--- config.mk ---
export PLATFORM = sky130hd
export DESIGN_NAME = sdc_div
export DESIGN_NICKNAME = d
export VERILOG_FILES = /design/src/sv/sdc_pkg.sv /design/src/sv/sdc_div.sv
export SDC_FILE = /design/constraint.sdc
export NUM_CORES = 1
export LEC_CHECK = 0
export BUFFER_PORTS_ARGS = -buffer_cell sky130_fd_sc_hd__buf_2
export CORE_AREA = 8 8 71 73
export CTS_CLUSTER_SIZE = 12
export DETAILED_ROUTE_END_ITERATION = 16
export DIE_AREA = 0 0 79 81
export PLACE_DENSITY_LB_ADDON = 0.2
export SLEW_MARGIN = 30
export SYNTH_ARGS = -nofsm -noshare
export SYNTH_HDL_FRONTEND = slang
export SYNTH_SLANG_ARGS = --single-unit
--- constraint.sdc ---
create_clock -name clk -period 2.3 [get_ports clk]
set_input_delay 0.345 -clock clk [delete_from_list [all_inputs] [get_ports clk]]
set_output_delay 0.345 -clock clk [all_outputs]
set_load 0.005 [all_outputs]
--- src/sv/sdc_pkg.sv ---
`timescale 1ns / 1ps
`default_nettype none
package sdc_pkg;

    localparam int unsigned SDC_SIEVE_SIZE = 65536;

    localparam int NUM_W   = 16;                    // input number width
    localparam int PRIME_W = 8;                     // trial divisor width (p*p <= number)
    localparam int CNT_W   = 8;                     // divisor count width
    localparam int EXP_W   = 5;                     // exponent, at most 15
    localparam int STEP_W  = $clog2(NUM_W + 1);     // divider step counter

    typedef struct packed {
        logic               start;
        logic [NUM_W-1:0]   dividend;
        logic [PRIME_W-1:0] divisor;
    } div_req_t;

    typedef struct packed {
        logic             done;
        logic [NUM_W-1:0] quot;
        logic             rem_zero;
    } div_res_t;

endpackage
`default_nettype wire

--- src/sv/sdc_div.sv ---
`timescale 1ns / 1ps
`default_nettype none
// Restoring divider, one quotient bit per cycle. done pulses high for a single cycle once
// the last step is registered, and the result holds until the next start.
module sdc_div
    import sdc_pkg::*;
(
    input  logic     clk,
    input  logic     rst_n,
    input  div_req_t req,
    output div_res_t res
);

    logic              busy_reg;
    logic              done_reg;
    logic [STEP_W-1:0] cnt_reg;
    logic [NUM_W-1:0]  quo_reg;
    logic [PRIME_W-1:0] rem_reg;
    logic [PRIME_W-1:0] d_reg;

    logic [PRIME_W:0]   trial;
    logic [PRIME_W:0]   diff;
    logic               ge;
    logic [PRIME_W-1:0] rem_next;
    logic [NUM_W-1:0]   quo_next;

    always_comb
    begin
        trial    = {rem_reg, quo_reg[NUM_W-1]};
        diff     = trial - {1'b0, d_reg};
        ge       = trial >= {1'b0, d_reg};
        // on a failed trial the top bit is zero since trial < divisor
        rem_next = ge ? diff[PRIME_W-1:0] : trial[PRIME_W-1:0];
        quo_next = {quo_reg[NUM_W-2:0], ge};
    end

    always_ff @(posedge clk or negedge rst_n)
    begin
        if (!rst_n)
        begin
            busy_reg <= 1'b0;
            done_reg <= 1'b0;
            cnt_reg  <= '0;
        end
        else if (req.start)
        begin
            busy_reg <= 1'b1;
            done_reg <= 1'b0;
            cnt_reg  <= STEP_W'(NUM_W);
        end
        else if (busy_reg)
        begin
            cnt_reg <= cnt_reg - 1'b1;
            if (cnt_reg == STEP_W'(1))
            begin
                busy_reg <= 1'b0;
                done_reg <= 1'b1;
            end
        end
        else
        begin
            done_reg <= 1'b0;
        end
    end

    always_ff @(posedge clk)
    begin
        if (req.start)
        begin
            quo_reg <= req.dividend;
            rem_reg <= '0;
            d_reg   <= req.divisor;
        end
        else if (busy_reg)
        begin
            quo_reg <= quo_next;
            rem_reg <= rem_next;
        end
    end

    assign res.done     = done_reg;
    assign res.quot     = quo_reg;
    assign res.rem_zero = (rem_reg == '0);

endmodule
`default_nettype wire

# Word-level counts from Yosys, hierarchy flattened
# Cells that the tools add are included.
[totals]
reg_bits = 39
wordCells = 24
out_inout_bits = 18
input_bits = 27
[op_classes]
n_mux = 11
n_addsub = 2
magnitude_cmp = 1
reduce_logical = 2
eq_ne = 2
[op_table]
columns = ["op", "n"]
rows = [
  ["16-bit two-way mux", 2],
  ["5-bit two-way mux", 2],
  ["9-bit by 8-bit >= comparator with 1-bit output", 1],
  ["8-bit logical NOT", 1],
  ["8-bit two-way mux", 1],
  ["8-bit subtractor", 1],
  ["1-bit two-way mux", 6],
  ["5-bit by 1-bit equality test with 1-bit output, second input constant", 1],
  ["5-bit by 1-bit subtractor with 5-bit output, second input constant", 1],
  ["3-bit by 2-bit != test with 1-bit output, second input constant", 1],
  ["2-bit nonzero test", 1],
]

# Longest topological paths before layout
[logic_depth]
ltp_word = 4
ltp_mapped = 8

# Worst setup path before layout
# Ideal clock, no wire load.
[synth_timing]
path_kind = "flip-flop to flip-flop"
start = "reg quo_reg[15]"
end = "reg rem_reg[6]"
n_path_buf = 0
period_less_slack_ns = 1.873
arrival_ns = 1.789
t_required_ns = 2.216
stages_incl_launch_ff = 9
setup_slack_ns = 0.427
path_cell_list = "edfxtp_1 inv_1 ha_1 fa_1 nand2b_1 a21oi_1 or4b_1 and4_1 o31ai_2"
[synth_between]
elab_chain_len = 2
word_cells_on_any_way = 3
classes_between = "add/sub (1); order compare (1); mux (1)"
[synth_rtl]
columns = ["element", "line", "text"]
rows = [
  ["start: declaration", "sdc_div.sv:17", "logic [NUM_W-1:0] quo_reg;"],
  ["start signal: assignment", "sdc_div.sv:70", "quo_reg <= req.dividend;"],
  ["start signal: assignment", "sdc_div.sv:76", "quo_reg <= quo_next;"],
  ["8-bit subtractor / 9-bit by 8-bit >= comparator with 1-bit output (equally long branches)", "sdc_div.sv:30, sdc_div.sv:31", ""],
  ["8-bit two-way mux (*)", "sdc_div.sv:33", "rem_next = ge ? diff[PRIME_W-1:0] : trial[PRIME_W-1:0];"],
  ["end signal: assignment", "sdc_div.sv:77", "rem_reg <= rem_next;"],
  ["end: declaration", "sdc_div.sv:18", "logic [PRIME_W-1:0] rem_reg;"],
]
# Mark *: on every way between the ends. The rest lies on a longest branch, timed or not.
# A chain may end at the register's enable or synchronous reset.

# Worst setup path after layout
# Same ends and word-level chain as after synthesis.

==> Implementation_results.wiki <==
{| class="wikitable"
! Metric !! Value
|-
| CP max stage cell || or4b_1
|-
| Routed wire length || about 4300 µm
|-
| Global-route total usage across every layer || between 10% and 20%
|-
| Number of enable-type register cells in the synthesized netlist || 24
|-
| Synthesized-area fraction occupied by ao, oa, aoi and oai cells || between 9 and 10%
|-
| Width of the chip || between 70 and 80 µm
|-
| Die Outline Area || between 6000 and 7000 µm²
|-
| Residual overflow from global routing || 0
|-
| Site row count || 23
|-
| Iter 0 DRT Violations || ~140
|-
| Worst EP arrival || about 2300 ps
|-
| Relative max-transition margin || 58.5%
|-
| Remaining design rule violation count || 0
|-
| Buffers from clock root to sink, at most || 2
|-
| Clock tree from TritonCTS || yes
|-
| DR vias || 1441
|-
| Part of the Yosys area used for sequential elements || approximately 52%
|-
| Initial core utilization || between 50% and 60%
|-
| Final core utilization || approximately three fifths
|-
| Yosys top cell by area || edfxtp_1
|-
| Vias per Instance || 5.30
|-
| Count of filler cells inserted in the layout || 340
|-
| Max-slew violations || 0
|-
| Number of endpoints failing setup at the final stage || 0
|-
| List of cells traversed by the critical path || inv_1, ha_1, fa_1, nand2b_1, a21oi_1, or4b_1, and4_1, o31ai_2
|-
| Fmax achieved || about 480 MHz
|-
| Most used flip-flop cell after synthesis || edfxtp_1
|-
| Area share of fa/ha/maj cells after synthesis || 7.11%
|-
| Largest stage delay on the critical path || 480 ps
|-
| Post-synthesis register bit count || 39
|-
| Buffer cell driving the clock tree root || clkbuf_8
|-
| Leak || 1.06 nW
|-
| Insertion delay of the later-clocked pin in the worst-skew pair || around 300 ps
|-
| Max Cap Viol || 0
|-
| Number of levels in the clock H-tree || 2
|-
| Worst slew pin tran || 622 ps
|-
| Post-synthesis xor/xnor area fraction || under 10%
|-
| HPWL after detailed placement || 3250 µm
|-
| Residual antenna-violating net count after detailed routing || 0
|-
| IO Port Bufs || 44
|-
| Number of hold-slack violations in the final timing report || 0
|-
| Total power after layout || 2.65 mW
|-
| Clock buffer count from CTS || 5
|-
| Critical path start-end classification || flip-flop to flip-flop
|-
| Area share of the largest cell type after synthesis || a little over a third
|-
| # nets final || around 260
|-
| Core ar. || a little under 4000 µm²
|-
| Initial antenna violation count || 0
|-
| Critical Path Start Type || flip-flop
|-
| Share of the clock period used by the worst path || slightly above 90%
|-
| Largest net degree at the start of global routing || 35
|-
| Run status || completed
|-
| Wire length of the first global-routing pass || between 6000 and 7000 µm
|-
| CP Data Required Time || approximately 2500 ps
|-
| Drt first pass iters || 4
|-
| Maximum net fanout on the critical path || 3
|-
| Setup repair after global routing missed its margin || no
|-
| Top cell family by delay on the critical path || simple AND/OR/NAND/NOR gates
|-
| Post-route setup slack || approximately 210 ps
|-
| Endpoint type of the worst setup path || flip-flop
|-
| Warnings from Yosys || 0
|-
| Mean routed wirelength per cell || around 16 µm
|-
| Placed Area || roughly 2300 µm²
|-
| Hold crit path type || input pin to flip-flop
|-
| Area growth syn-to-layout || 18.6%
|-
| Number of global-route vias before repair || 1468
|-
| Number of buffers and inverters on the critical path || 1
|-
| Inserted Diodes || 0
|-
| Fraction of the mapped netlist area in simple logic gates || 11.7%
|-
| Cell variety after synth || 43
|-
| Die height || between 80 and 90 µm
|-
| Clock-pin slew of the registers on the worst-case setup and hold paths || about 80 ps
|-
| Setup skew after layout || 12.3 ps
|-
| Minimum clock period after layout || roughly 2100 ps
|-
| Proportion of synthesized flip-flops having asynchronous set or reset || between 10% and 20%
|-
| Cell Pwr Density || approximately 1100 nW/µm²
|-
| Peak ir drop on the vdd network || around 490 µV
|-
| Non-Filler Instances || roughly 270
|-
| Post-synthesis instance area || approximately 2000 µm²
|-
| Post-Syn Nets || between 200 and 250
|-
| Top cells by area in the synthesized netlist || edfxtp_1, mux2_2, dfrtp_1, dfxtp_1, ha_1
|-
| Count of boundary I/O pins || 45
|-
| Post-CTS Repair Setup Buffers || 0
|-
| TNS Setup || 0 ps
|-
| Average instance area after synthesis || 11.8 µm²
|-
| Routability congestion estimate || 0.801
|-
| Hold slack final || 222 ps
|-
| Max reg flops || 16
|-
| Post-placement worst setup slack || approximately 290 ps
|-
| Resized Gates After CTS || 0
|-
| Dominant combinational cell family by area after synthesis || simple AND/OR/NAND/NOR gates
|-
| Clock tree sinks || 39
|-
| Share of final-layout standard cells stronger than drive strength 1 || between 30% and 40%
|-
| Share of synthesized area spent on multiplexers || 11.5%
|-
| Synthesized instance count || between 150 and 200
|-
| Placed Cells incl. Taps || between 200 and 300
|-
| Design Area, Final || between 2000 and 2500 µm²
|}
[logic make-up after synthesis]
group                    count (synthesis)
flip-flops                              39
XOR/XNOR                                 9
buffers and inverters                   20
AO/OA/AOI/OAI                           26
adder cells (fa/ha/maj)                 11
AND/OR/NAND/NOR                         47
multiplexers                            21
[final timing paths]
check                                          endpoint  cells past startpoint                    start  slack, ps
max in group asynchronous          done_reg$_DFFE_PN0P_                      2                    rst_n       1740
worst min register to register  rem_reg[3]$_SDFFE_PP0P_                      2  rem_reg[3]$_SDFFE_PP0P_        500
worst max-delay path            rem_reg[6]$_SDFFE_PP0P_                      8    quo_reg[15]$_DFFE_PP_        210
min in group asynchronous        cnt_reg[0]$_DFFE_PN0P_                      2                    rst_n        400
worst max register to register  rem_reg[6]$_SDFFE_PP0P_                      8    quo_reg[15]$_DFFE_PP_        210
worst min-delay path                 d_reg[0]$_DFFE_PP_                      1                   req[0]        220
[worst reg2reg max path, cell delays in order, from the launching register on]
cell      delay [ps]
edfxtp_1         380
inv_1             90
ha_1             200
fa_1             240
nand2b_1         150
a21oi_1           90
or4b_1           480
and4_1           200
o31ai_2          160
[where the power goes]
group / leakage, nW / switching (mW) / internal (mW)
Clock: 0.0557 / 0.240 / 0.324
Combinational: 0.603 / 0.524 / 0.503
Sequential: 0.398 / 0.135 / 0.921
[synthesized netlist by cell type (2+ instances only)]
| cell type | count |
|---|---|
| mux2i_1 | 4 |
| o21ai_1 | 5 |
| xnor2_1 | 6 |
| inv_1 | 14 |
| dfxtp_1 | 8 |
| edfxtp_1 | 24 |
| nand2_1 | 13 |
| or4b_1 | 2 |
| ha_1 | 10 |
| nor2_1 | 15 |
| a21oi_1 | 5 |
| a21oi_2 | 2 |
| nor2b_1 | 4 |
| xor2_1 | 3 |
| buf_2 | 3 |
| mux2_2 | 16 |
| nand2b_1 | 4 |
| a211oi_1 | 3 |
| dfrtp_1 | 7 |
| or4_1 | 2 |
[cells in the final DEF, fill, tap and decap left out, types with 2 or more instances in the layout]
master and n:
o21ai_1 5, a21oi_1 5, ha_1 10, a211oi_1 3, xor2_1 3, nand2_1 13
buf_2 44, xnor2_1 6, mux2i_1 4, a21oi_2 2, nor2_1 15, nor2b_1 4
or4b_1 2, inv_1 14, dfxtp_1 8, mux2_2 16, or4_1 2, edfxtp_1 24
nand2b_1 4, dfrtp_1 7, clkbuf_8 5, buf_4 2
[routing by layer]
| metal | track usage (%) | vias up | wire length (µm) |
|---|---|---|---|
| li1 | - | 712 | - |
| met1 | 13.7 | 687 | 1810 |
| met4 | 5.74 | 0 | 98 |
| met2 | 24.7 | 32 | 2170 |
| met3 | 5.08 | 10 | 204 |
| met5 | 0 | - | 0 |
[area by class of cell]
cell class / count / area [µm²] / area share, %
Multi-Input combinational cell: 114 / 896 / 37.0
Inverter: 14 / 52.6 / 2.17
Timing Repair Buffer: 47 / 245 / 10.1
Clock inverter: 2 / 36.3 / 1.50
Tap cell: 50 / 62.6 / 2.58
Sequential cell: 39 / 1060 / 43.6
Clock buffer: 6 / 72.6 / 3.00
[repair_timing]
| action | in CTS | in global routing |
|---|---|---|
| endpoints found under the hold margin | 7 | 0 |
| setup endpoints to repair | 0 | 0 |
| hold buffers | 1 | 0 |
Power figures use the tool's default switching activity.
